[src/design/sha_pkg.sv]
`timescale 1ns / 1ps
`default_nettype none
package sha_pkg;

  typedef struct packed {
    logic [7:0] data;
    logic       has_byte;
    logic       last;
  } item_t;

  localparam int unsigned QueueDepth = 4;

  localparam logic [31:0] InitHash [8] = '{
    32'h6a09e667, 32'hbb67ae85, 32'h3c6ef372, 32'ha54ff53a,
    32'h510e527f, 32'h9b05688c, 32'h1f83d9ab, 32'h5be0cd19
  };

  localparam logic [31:0] RoundK [64] = '{
    32'h428a2f98, 32'h71374491, 32'hb5c0fbcf, 32'he9b5dba5,
    32'h3956c25b, 32'h59f111f1, 32'h923f82a4, 32'hab1c5ed5,
    32'hd807aa98, 32'h12835b01, 32'h243185be, 32'h550c7dc3,
    32'h72be5d74, 32'h80deb1fe, 32'h9bdc06a7, 32'hc19bf174,
    32'he49b69c1, 32'hefbe4786, 32'h0fc19dc6, 32'h240ca1cc,
    32'h2de92c6f, 32'h4a7484aa, 32'h5cb0a9dc, 32'h76f988da,
    32'h983e5152, 32'ha831c66d, 32'hb00327c8, 32'hbf597fc7,
    32'hc6e00bf3, 32'hd5a79147, 32'h06ca6351, 32'h14292967,
    32'h27b70a85, 32'h2e1b2138, 32'h4d2c6dfc, 32'h53380d13,
    32'h650a7354, 32'h766a0abb, 32'h81c2c92e, 32'h92722c85,
    32'ha2bfe8a1, 32'ha81a664b, 32'hc24b8b70, 32'hc76c51a3,
    32'hd192e819, 32'hd6990624, 32'hf40e3585, 32'h106aa070,
    32'h19a4c116, 32'h1e376c08, 32'h2748774c, 32'h34b0bcb5,
    32'h391c0cb3, 32'h4ed8aa4a, 32'h5b9cca4f, 32'h682e6ff3,
    32'h748f82ee, 32'h78a5636f, 32'h84c87814, 32'h8cc70208,
    32'h90befffa, 32'ha4506ceb, 32'hbef9a3f7, 32'hc67178f2
  };

  function automatic logic [31:0] rotr(input logic [31:0] x, input int unsigned n);
    rotr = (x >> n) | (x << (32 - n));
  endfunction

endpackage
`default_nettype wire

[src/design/sha_queue.sv]
`timescale 1ns / 1ps
`default_nettype none
module sha_queue (
  input  wire logic            clk,
  input  wire logic            rst_n,
  input  wire logic            in_valid,
  output logic                 in_ready,
  input  wire sha_pkg::item_t  in_item,
  output logic                 out_valid,
  input  wire logic            out_ready,
  output sha_pkg::item_t       out_item
);
  localparam int unsigned AW = $clog2(sha_pkg::QueueDepth);

  sha_pkg::item_t mem_r [sha_pkg::QueueDepth];
  logic [AW-1:0] wp_r, rp_r;
  logic [AW:0]   cnt_r;
  logic          push, pop;

  assign in_ready  = (cnt_r != (AW+1)'(sha_pkg::QueueDepth));
  assign out_valid = (cnt_r != '0);
  assign out_item  = mem_r[rp_r];
  assign push = in_valid && in_ready;
  assign pop  = out_valid && out_ready;

  always_ff @(posedge clk) begin
    if (push) begin
      mem_r[wp_r] <= in_item;
    end
    if (!rst_n) begin
      wp_r <= '0;
      rp_r <= '0;
      cnt_r <= '0;
    end else begin
      if (push) wp_r <= wp_r + 1'b1;
      if (pop) rp_r <= rp_r + 1'b1;
      cnt_r <= cnt_r + (AW+1)'(push) - (AW+1)'(pop);
    end
  end
endmodule
`default_nettype wire

[src/design/sha_core.sv]
`timescale 1ns / 1ps
`default_nettype none
module sha_core (
  input  wire logic            clk,
  input  wire logic            rst_n,
  input  wire logic            item_valid,
  output logic                 item_ready,
  input  wire sha_pkg::item_t  item,
  output logic                 out_valid,
  input  wire logic            out_ready,
  output logic [31:0]          out_digest_word,
  output logic [2:0]           out_word_index,
  output logic                 out_last_word
);
  typedef enum logic [2:0] {
    S_IDLE, S_PAD, S_ROUND, S_ADD, S_LEN, S_EMIT
  } state_t;

  state_t        state_r;
  logic [31:0]   w_r [16];
  logic [31:0]   v_r [8];
  logic [31:0]   h_r [8];
  logic [60:0]   cnt_r;
  logic [5:0]    t_r;
  logic          fin_r;
  logic          two_r;
  logic [2:0]    idx_r;

  logic [5:0]  pos;
  logic [31:0] s0, s1, wn, wt, t1, t2;
  logic [31:0] a, b, c, e, f, g;
  logic [31:0] pw [16];
  logic [31:0] len_hi, len_lo;

  assign pos = cnt_r[5:0];
  assign a = v_r[0]; assign b = v_r[1]; assign c = v_r[2];
  assign e = v_r[4]; assign f = v_r[5]; assign g = v_r[6];
  assign len_hi = cnt_r[60:29];
  assign len_lo = {cnt_r[28:0], 3'b000};

  always_comb begin
    s0 = sha_pkg::rotr(w_r[1], 7) ^ sha_pkg::rotr(w_r[1], 18) ^ (w_r[1] >> 3);
    s1 = sha_pkg::rotr(w_r[14], 17) ^ sha_pkg::rotr(w_r[14], 19) ^ (w_r[14] >> 10);
    wn = w_r[0] + s0 + w_r[9] + s1;
    wt = w_r[0];
    t1 = v_r[7] + (sha_pkg::rotr(e, 6) ^ sha_pkg::rotr(e, 11) ^ sha_pkg::rotr(e, 25))
       + ((e & f) ^ (~e & g)) + sha_pkg::RoundK[t_r] + wt;
    t2 = (sha_pkg::rotr(a, 2) ^ sha_pkg::rotr(a, 13) ^ sha_pkg::rotr(a, 22))
       + ((a & b) ^ (a & c) ^ (b & c));
  end

  always_comb begin
    for (int j = 0; j < 16; j++) begin
      for (int k = 0; k < 4; k++) begin
        if (6'(4 * j + k) == pos) pw[j][8 * (3 - k) +: 8] = 8'h80;
        else if (6'(4 * j + k) > pos) pw[j][8 * (3 - k) +: 8] = 8'h00;
        else pw[j][8 * (3 - k) +: 8] = w_r[j][8 * (3 - k) +: 8];
      end
    end
  end

  assign item_ready      = (state_r == S_IDLE);
  assign out_valid       = (state_r == S_EMIT);
  assign out_digest_word = h_r[idx_r];
  assign out_word_index  = idx_r;
  assign out_last_word   = (idx_r == 3'd7);

  always_ff @(posedge clk) begin
    if (!rst_n) begin
      state_r <= S_IDLE;
      cnt_r <= '0;
      t_r <= '0;
      fin_r <= 1'b0;
      two_r <= 1'b0;
      idx_r <= '0;
      for (int i = 0; i < 8; i++) h_r[i] <= sha_pkg::InitHash[i];
    end else begin
      case (state_r)
        S_IDLE: begin
          if (item_valid) begin
            fin_r <= item.last;
            if (item.has_byte) begin
              w_r[pos[5:2]][{~pos[1:0], 3'b000} +: 8] <= item.data;
              cnt_r <= cnt_r + 61'd1;
              if (pos == 6'd63) begin
                for (int i = 0; i < 8; i++) v_r[i] <= h_r[i];
                t_r <= '0;
                state_r <= S_ROUND;
              end else if (item.last) begin
                state_r <= S_PAD;
              end
            end else if (item.last) begin
              state_r <= S_PAD;
            end
          end
        end
        S_PAD: begin
          for (int i = 0; i < 14; i++) w_r[i] <= pw[i];
          fin_r <= 1'b0;
          for (int i = 0; i < 8; i++) v_r[i] <= h_r[i];
          t_r <= '0;
          state_r <= S_ROUND;
          if (pos >= 6'd56) begin
            w_r[14] <= pw[14];
            w_r[15] <= pw[15];
            two_r <= 1'b1;
          end else begin
            w_r[14] <= len_hi;
            w_r[15] <= len_lo;
            two_r <= 1'b0;
            idx_r <= 3'd1;
          end
        end
        S_ROUND: begin
          for (int i = 0; i < 15; i++) w_r[i] <= w_r[i+1];
          w_r[15] <= wn;
          v_r[7] <= v_r[6]; v_r[6] <= v_r[5]; v_r[5] <= v_r[4];
          v_r[4] <= v_r[3] + t1;
          v_r[3] <= v_r[2]; v_r[2] <= v_r[1]; v_r[1] <= v_r[0];
          v_r[0] <= t1 + t2;
          t_r <= t_r + 6'd1;
          if (t_r == 6'd63) state_r <= S_ADD;
        end
        S_ADD: begin
          for (int i = 0; i < 8; i++) h_r[i] <= h_r[i] + v_r[i];
          if (fin_r) begin
            state_r <= S_PAD;
          end else if (two_r) begin
            two_r <= 1'b0;
            state_r <= S_LEN;
          end else if (idx_r == 3'd1) begin
            idx_r <= '0;
            state_r <= S_EMIT;
          end else begin
            state_r <= S_IDLE;
          end
        end
        S_LEN: begin
          for (int i = 0; i < 14; i++) w_r[i] <= '0;
          w_r[14] <= len_hi;
          w_r[15] <= len_lo;
          for (int i = 0; i < 8; i++) v_r[i] <= h_r[i];
          t_r <= '0;
          idx_r <= 3'd1;
          state_r <= S_ROUND;
        end
        S_EMIT: begin
          if (out_ready) begin
            idx_r <= idx_r + 3'd1;
            if (idx_r == 3'd7) begin
              for (int i = 0; i < 8; i++) h_r[i] <= sha_pkg::InitHash[i];
              cnt_r <= '0;
              state_r <= S_IDLE;
            end
          end
        end
        default: state_r <= S_IDLE;
      endcase
    end
  end
endmodule
`default_nettype wire

[src/design/sha256_message_hasher_top.sv]
`timescale 1ns / 1ps
`default_nettype none
// A byte that does not complete a block is stored and leaves the core idle; a block-completing byte
// holds the core for the rounds and hash update, run by the one-round-per-cycle loop.
// End of message adds one or two padding compressions, then eight digest transfers.
// A four-entry queue takes bytes while the core is busy.
// Synchronous active-low reset restores the initial hash values and a zero byte count.
module sha256_message_hasher_top (
  input  wire logic        clk,
  input  wire logic        rst_n,
  input  wire logic        in_valid,
  output logic             in_ready,
  input  wire logic [7:0]  in_message_byte,
  input  wire logic        in_has_byte,
  input  wire logic        in_end_of_message,
  output logic             out_valid,
  input  wire logic        out_ready,
  output logic [31:0]      out_digest_word,
  output logic [2:0]       out_word_index,
  output logic             out_last_word
);
  sha_pkg::item_t in_item, q_item;
  logic q_valid, q_ready;

  assign in_item.data = in_message_byte;
  assign in_item.has_byte = in_has_byte;
  assign in_item.last = in_end_of_message;

  sha_queue u_queue (
    .clk(clk), .rst_n(rst_n),
    .in_valid(in_valid), .in_ready(in_ready), .in_item(in_item),
    .out_valid(q_valid), .out_ready(q_ready), .out_item(q_item)
  );

  sha_core u_core (
    .clk(clk), .rst_n(rst_n),
    .item_valid(q_valid), .item_ready(q_ready), .item(q_item),
    .out_valid(out_valid), .out_ready(out_ready),
    .out_digest_word(out_digest_word), .out_word_index(out_word_index),
    .out_last_word(out_last_word)
  );
endmodule
`default_nettype wire
[config.mk]
export PLATFORM = sky130hd
export DESIGN_NAME = sha256_message_hasher_top
export DESIGN_NICKNAME = d
export VERILOG_FILES = /design/src/design/sha_pkg.sv /design/src/design/sha_queue.sv /design/src/design/sha_core.sv /design/src/design/sha256_message_hasher_top.sv
export SDC_FILE = /design/constraint.sdc
export NUM_CORES = 2
export LEC_CHECK = 0
export BUFFER_PORTS_ARGS = -buffer_cell sky130_fd_sc_hd__buf_2
export CORE_MARGIN = 2
export CORE_UTILIZATION = 55
export DETAILED_ROUTE_END_ITERATION = 12
export PLACE_DENSITY = 0.71
export SYNTH_ARGS = -nofsm -noshare
export SYNTH_HDL_FRONTEND = slang
export SYNTH_SLANG_ARGS = --single-unit
export TNS_END_PERCENT = 20
[constraint.sdc]
create_clock -name clk -period 20.2 [get_ports clk]
set_clock_uncertainty 0.05 [all_clocks]
set_input_delay 1.01 -clock clk [delete_from_list [all_inputs] [get_ports clk]]
set_output_delay 1.01 -clock clk [all_outputs]
set_load 0.01 [all_outputs]
After elaboration in Yosys (flattened, before gate mapping)
Memory sizes are Yosys's and may differ from the RTL's. A register that Yosys moved wholly into a read port is not among the register bits.
Index checks and enable logic that the tools add are counted.
- $add $sub $neg: 26
- equality and inequality tests: 83
- reduce and logical (&&, ||, !) cells: 18
- bitwise logic cells: 103
- magnitude comparators: 66
- multiplexer cells: 280
- shift operators: 2
- operators with widths (operator ; number):
    $mux 32 ; 79
    $mux 8 ; 128
    $add 32x32->32 ; 18
    $xor 32x32->32 ; 9
    $mux 61 ; 4
    $eq 6x6->1 const A ; 32
    $gt 6x6->1 const A ; 32
    $and 32x32->32 ; 5
    $pmux 61 s2 ; 1
    $eq 5x6->1 const A ; 16
    $gt 5x6->1 const A ; 16
    $or 1x1->1 ; 74
    $add 61x1->61 const B ; 1
    $mux 3 ; 17
    $eq 4x6->1 const A ; 8
    $gt 4x6->1 const A ; 8
    $mux 1 ; 40
    $not 32->32 ; 1
    $or 10x32->32 ; 1
    $or 13x32->32 ; 1
    $or 14x32->32 ; 1
    $or 15x32->32 ; 1
    $or 19x32->32 ; 1
    $or 21x32->32 ; 1
    50 further kinds ; 83
- ROM bits: 2048
- bits of input ports: 14
- memories kept: 5
- memory bits (writable): 1064
- flip-flop bits (word level): 82
- logic and storage cells: 592
- output and inout bits: 38
- memory list (memory ; words ; width ; read ports ; clocked after memory_dff ; wr ports ; line ; text):
    (name not given) ; 64 ; 32 ; 1 ; 0 ; 0 ; sha_core.sv:47 ; + ((e & f) ^ (~e & g)) + sha_pkg::RoundK[t_r] + wt;
    u_core.w_r ; 16 ; 32 ; 16 ; 0 ; 16 ; sha_core.sv:20 ; logic [31:0] w_r [16];
    u_core.h_r ; 8 ; 32 ; 9 ; 1 ; 8 ; sha_core.sv:22 ; logic [31:0] h_r [8];
    u_core.v_r ; 8 ; 32 ; 8 ; 0 ; 8 ; sha_core.sv:21 ; logic [31:0] v_r [8];
    u_queue.mem_r ; 4 ; 10 ; 1 ; 1 ; 1 ; sha_queue.sv:15 ; sha_pkg::item_t mem_r [sha_pkg::QueueDepth];

Logic depth before layout (Yosys ltp)
An unclocked memory read counts as a cell.
- depth in word-level cells: 11
- depth in mapped cells: 39

By module
Synthesis repeated with hierarchy kept, for this count alone.
- cells, all modules: 7908
- area total of the unflattened synthesis: 76314.4 um^2
- modules (own cells, without submodules) (module ; area each (um^2) ; cells an instance ; sequential area each (um^2) ; instances):
    sha_core ; 74373.8 ; 7808 ; 30359.1 ; 1
    sha_queue ; 1940.6 ; 100 ; 1381.3 ; 1

Least setup slack after synthesis
OpenSTA, ideal clock, no wires.
- kind: reg2reg
- start: register u_core.t_r[1]
- end: memory u_core.v_r[0][30] (data pin)
- stages on the path, launching flop included: 32
- clock period less this slack: 8.642 ns
- library setup time: 0.263 ns
- path buffers: 2
- setup slack: 11.558 ns
- arrival time: 8.329 ns
- cell sequence: dfxtp_1 inv_1 clkbuf_1 ha_1 clkbuf_1 nor2b_1 o31ai_1 a221oi_1 a31oi_1 fa_1 fa_1 fa_1 inv_1 ha_1 fa_1 a211oi_1 o211ai_1 and2_1 a311o_1 xor2_1 fa_1 ha_1 a21o_1 a221oi_1 or4b_1 nand4_1 a311o_1 o22ai_1 or4_1 a31oi_1 xor2_1 o21ai_1
- RTL lines (item ; line ; text):
    from (decl) ; sha_core.sv:24 ; logic [5:0] t_r;
    from (signal assigned) ; sha_core.sv:121 ; t_r <= t_r + 6'd1;
    to (decl) ; sha_core.sv:21 ;

==> impl_table.tex <==
\begin{tabular}{lr}
\hline
Metric & Value \\
\hline
\multicolumn{2}{l}{\textbf{Timing}} \\
\quad Number of failing hold endpoints at the final stage & 0 \\
\quad Final setup violation count & 0 \\
\quad Summed negative setup slack over all endpoints & 0 ns \\
\quad Post-layout min period & 9.99 ns \\
\quad Max-slew headroom & 0.899\% \\
\quad Highest clock rate & 100 MHz \\
\quad Setup repair after global routing missed its margin & false \\
\quad Max-slew violation count & 0 \\
\quad Post-route fraction of the period consumed by the critical path & 49.5\% \\
\quad Slew at the pin with the worst max-slew slack & 1.47 ns \\
\multicolumn{2}{l}{\textbf{CTS}} \\
\quad Sinks on Clock Net & 1151 \\
\quad Total clock buffers created by CTS & 136 \\
\quad Clock network latency to the later pin of the worst-skew pair & 0.80 ns \\
\quad Number of hold buffers added after cts & 0 \\
\quad Clock slew seen by the registers of the worst setup and hold paths & 0.06 ns \\
\quad Cell at the root of the clock tree & sky130\_fd\_sc\_hd\_\_clkbuf\_16 \\
\quad Number of buffers between clock root and the deepest sink & 3 \\
\quad Post-CTS Repair Setup Buffers & 0 \\
\quad H-tree depth reported by CTS & 4 \\
\quad CTS resizes & 0 \\
\quad TritonCTS clock tree & done \\
\multicolumn{2}{l}{\textbf{Die}} \\
\quad Die area & 0.141 sq mm \\
\quad Standard cell core area & 0.137 sq mm \\
\quad Starting Density & 55.4\% \\
\quad Die boundary width & 376 microns \\
\quad Number of cell rows & 136 \\
\quad Boundary Pins & 52 \\
\quad Overall die height & 376 microns \\
\multicolumn{2}{l}{\textbf{Placement}} \\
\quad \# port buffers & 51 \\
\quad Final weighted congestion in routability-driven placement & 1.07 \\
\quad Detailed placer's ending HPWL & 196 mm \\
\quad Cell total after placement & 9361 \\
\multicolumn{2}{l}{\textbf{Worst setup path}} \\
\quad Critical setup path kind & register to register \\
\quad Delay of the slowest critical-path stage & 0.50 ns \\
\quad Category of the worst setup path launch point & register \\
\quad Most frequent cell on the critical path & sky130\_fd\_sc\_hd\_\_fa\_1 \\
\quad Max stage delay cell, worst path & sky130\_fd\_sc\_hd\_\_fa\_1 \\
\quad Worst setup EP type & register \\
\quad Signal arrival time at the worst endpoint & 10.44 ns \\
\quad Worst path required time & 20.65 ns \\
\quad Critical Path Fanout Max & 58 \\
\multicolumn{2}{l}{\textbf{Synthesis}} \\
\quad Sequential element share of the synthesized area & 41.7\% \\
\quad Top flip-flop cell by instance count after synthesis & sky130\_fd\_sc\_hd\_\_edfxtp\_1 \\
\quad Synth Instances & 7834 \\
\quad Number of flops mapped to enable cells by yosys & 869 \\
\quad Post-synthesis instance area & 0.0760 sq mm \\
\quad Largest area contributor in the netlist & sky130\_fd\_sc\_hd\_\_edfxtp\_1 \\
\quad Post-synthesis sequential element count & 1151 \\
\quad Count of warnings emitted by yosys & 0 \\
\quad Synth top area share & 34.3\% \\
\quad Synth cell types & 90 \\
\quad Synth Area per Inst & 9.71 sq um \\
\quad Fraction of registers with async set/reset & 0\% \\
\quad Synth area leaders & sky130\_fd\_sc\_hd\_\_edfxtp\_1, sky130\_fd\_sc\_hd\_\_dfxtp\_1, sky130\_fd\_sc\_hd\_\_ha\_1 \\
\quad Nets in the synthesized netlist & 8447 \\
\multicolumn{2}{l}{\textbf{Finish}} \\
\quad Number of nets in the layout & 8318 \\
\quad Synthesis-to-layout area growth & 8.46\% \\
\quad Fillers & 11400 \\
\quad Count of placed standard cells in the final layout, fillers left out & 9614 \\
\quad Fraction of final layout cells with drive strength greater than 1 & 7.11\% \\
\multicolumn{2}{l}{\textbf{GRT}} \\
\quad Number of global-route vias before repair & 59600 \\
\quad GR Overflow Total & 0 \\
\quad Number of antenna violations at the first check in global routing & 7 \\
\quad Wire length of the first global-routing pass & 388 mm \\
\quad Pin count of the biggest net entering global routing & 102 \\
\quad Overall track demand over capacity in global routing & 37.0\% \\
\multicolumn{2}{l}{\textbf{Route}} \\
\quad Routed via count & 61900 \\
\quad DRC violation count after routing & 0 \\
\quad DRT antenna net count & 0 \\
\quad Total Routed Length & 264 mm \\
\quad Detailed Routing Iterations Pass 1 & 7 \\
\quad Iteration-0 DRC Markers & 6789 \\
\quad Ratio of routed vias to standard cells & 6.44 \\
\quad WL/cell & 27.5 microns \\
\multicolumn{2}{l}{\textbf{Run status}} \\
\quad Failing checks & max-capacitance violations \\
\quad Result of the run & finished, violations left \\
\multicolumn{2}{l}{\textbf{Run}} \\
\quad Max-capacitance violation count & 1 \\
\multicolumn{2}{l}{\textbf{Worst hold path}} \\
\quad Type of the most critical hold path & input pin to register \\
\hline
\end{tabular}
==> worst paths after layout <==
path,cells after the start,slack [ns],from,to
setup / recovery,34,10.21,u_core.t_r[3],u_core.v_r[0][30]
hold / removal,1,0.38,in_message_byte[6],u_queue.mem_r[3][8]
setup reg to reg,34,10.21,u_core.t_r[3],u_core.v_r[0][30]
hold reg to reg,2,0.44,u_core.w_r[8][14],u_core.w_r[8][14]
==> layer usage <==
layer	global-route usage, %	wire (microns)	up-vias
met5	0	27	-
met4	24.2	20900	4
met3	5.53	21200	804
met2	60.2	122000	3140
met1	45.9	99800	30200
li1	-	-	27700
==> stage by stage <==
stage | util [%] | hold WS, ns | cell area [sq um] | setup slack [ns]
final | 60.1 | 0.383 | 82500 | 10.21
after global routing | 60.1 | 0.369 | 82500 | 9.70
after CTS | 60.1 | 0.346 | 82500 | 10.33
after detailed placement | 56.8 | 0.428 | 78000 | 10.33
after global placement | 56.8 | 0.411 | 78000 | 10.37
after floorplan | - | 0.397 | 76000 | 11.56
==> cell usage after synthesis (32+ instances only) <==
cell type and number:
sky130_fd_sc_hd__a211oi_1 96, sky130_fd_sc_hd__and3_1 74, sky130_fd_sc_hd__a21oi_1 571, sky130_fd_sc_hd__inv_1 365, sky130_fd_sc_hd__nor2b_1 62, sky130_fd_sc_hd__nand3_1 157
sky130_fd_sc_hd__xnor2_1 371, sky130_fd_sc_hd__nor3_1 117, sky130_fd_sc_hd__a221o_1 52, sky130_fd_sc_hd__mux2_2 38, sky130_fd_sc_hd__xor2_1 260, sky130_fd_sc_hd__ha_1 403
sky130_fd_sc_hd__o21ai_0 434, sky130_fd_sc_hd__a21o_1 494, sky130_fd_sc_hd__nand2b_1 72, sky130_fd_sc_hd__dfxtp_1 282, sky130_fd_sc_hd__a31oi_1 66, sky130_fd_sc_hd__mux2i_1 41
sky130_fd_sc_hd__clkbuf_1 374, sky130_fd_sc_hd__o21a_1 54, sky130_fd_sc_hd__mux4_2 80, sky130_fd_sc_hd__nand2_1 1200, sky130_fd_sc_hd__o211ai_1 48, sky130_fd_sc_hd__or3_1 32
sky130_fd_sc_hd__o21bai_1 47, sky130_fd_sc_hd__buf_1 64, sky130_fd_sc_hd__edfxtp_1 869, sky130_fd_sc_hd__nor2_1 492, sky130_fd_sc_hd__and2_1 36, sky130_fd_sc_hd__fa_1 196
==> sequential cells by signal, indices dropped and copies added (netlist names), named ones only <==
register               cells
u_queue.wp_r               2
u_queue.mem_r             40
u_core.v_r               256
u_core.h_r               256
u_core.out_word_index      3
u_core.fin_r               1
u_queue.cnt_r              3
u_core.state_r             3
u_core.two_r               1
u_core.cnt_r              61
u_queue.rp_r               2
u_core.w_r               512
u_core.t_r                 6
==> cell usage in the layout (no fill, tap or decap), types with 73 or more instances in the layout <==
| cell | instances |
|---|---|
| sky130_fd_sc_hd__fa_1 | 196 |
| sky130_fd_sc_hd__buf_4 | 127 |
| sky130_fd_sc_hd__nand2_1 | 1198 |
| sky130_fd_sc_hd__nor2_1 | 483 |
| sky130_fd_sc_hd__ha_1 | 403 |
| sky130_fd_sc_hd__inv_1 | 364 |
| sky130_fd_sc_hd__mux4_2 | 80 |
| sky130_fd_sc_hd__and3_1 | 73 |
| sky130_fd_sc_hd__a211oi_1 | 96 |
| sky130_fd_sc_hd__nand3_1 | 155 |
| sky130_fd_sc_hd__a21oi_1 | 570 |
| sky130_fd_sc_hd__xor2_1 | 260 |
| sky130_fd_sc_hd__a21o_1 | 494 |
| sky130_fd_sc_hd__xnor2_1 | 371 |
| sky130_fd_sc_hd__nor3_1 | 116 |
| sky130_fd_sc_hd__clkbuf_16 | 137 |
| sky130_fd_sc_hd__dfxtp_1 | 275 |
| sky130_fd_sc_hd__edfxtp_1 | 869 |
| sky130_fd_sc_hd__o21ai_0 | 430 |
==> worst max-delay path: cells and delay by family, from the launching register on <==
family                   cells  cell delay, ns
AO/OA/AOI/OAI               17            3.55
XOR/XNOR                     2            0.40
adder cells (fa/ha/maj)      7            3.00
buffers and inverters        4            1.16
flip-flops                   1            0.31
AND/OR/NAND/NOR              4            1.23
==> cell families (layout without fill, tap and decap cells) <==
| group | count (synthesis) | after routing | synth area share (%) |
|---|---|---|---|
| buf+inv | 815 | 799 | 4.04 |
| mux | 159 | 159 | 3.47 |
| xor+xnor | 631 | 631 | 7.27 |
| fa+ha+maj | 623 | 623 | 12.1 |
| other cells | 0 | 2 | 0 |
| flops | 1151 | 1151 | 41.7 |
| simple gates | 2338 | 2338 | 13.3 |
| compound gates | 2117 | 2117 | 18.0 |
==> area by class of cell <==
| class | instances | area (sq um) | share of cell area [%] |
|---|---|---|---|
| Timing Repair Buffer | 178 | 1210 | 1.47 |
| Clock inverter | 69 | 754 | 0.915 |
| Sequential cell | 1151 | 31800 | 38.5 |
| Clock buffer | 182 | 3760 | 4.56 |
| Multi-Input combinational cell | 5868 | 41400 | 50.1 |
| Tap cell | 1794 | 2240 | 2.72 |
| Inverter | 370 | 1390 | 1.69 |
| Antenna cell | 2 | 5.00 | 0.00607 |
Power is left out: the tool's default activity adds up to more than one toggle a clock period on the data nets, which glitch-free logic cannot reach.
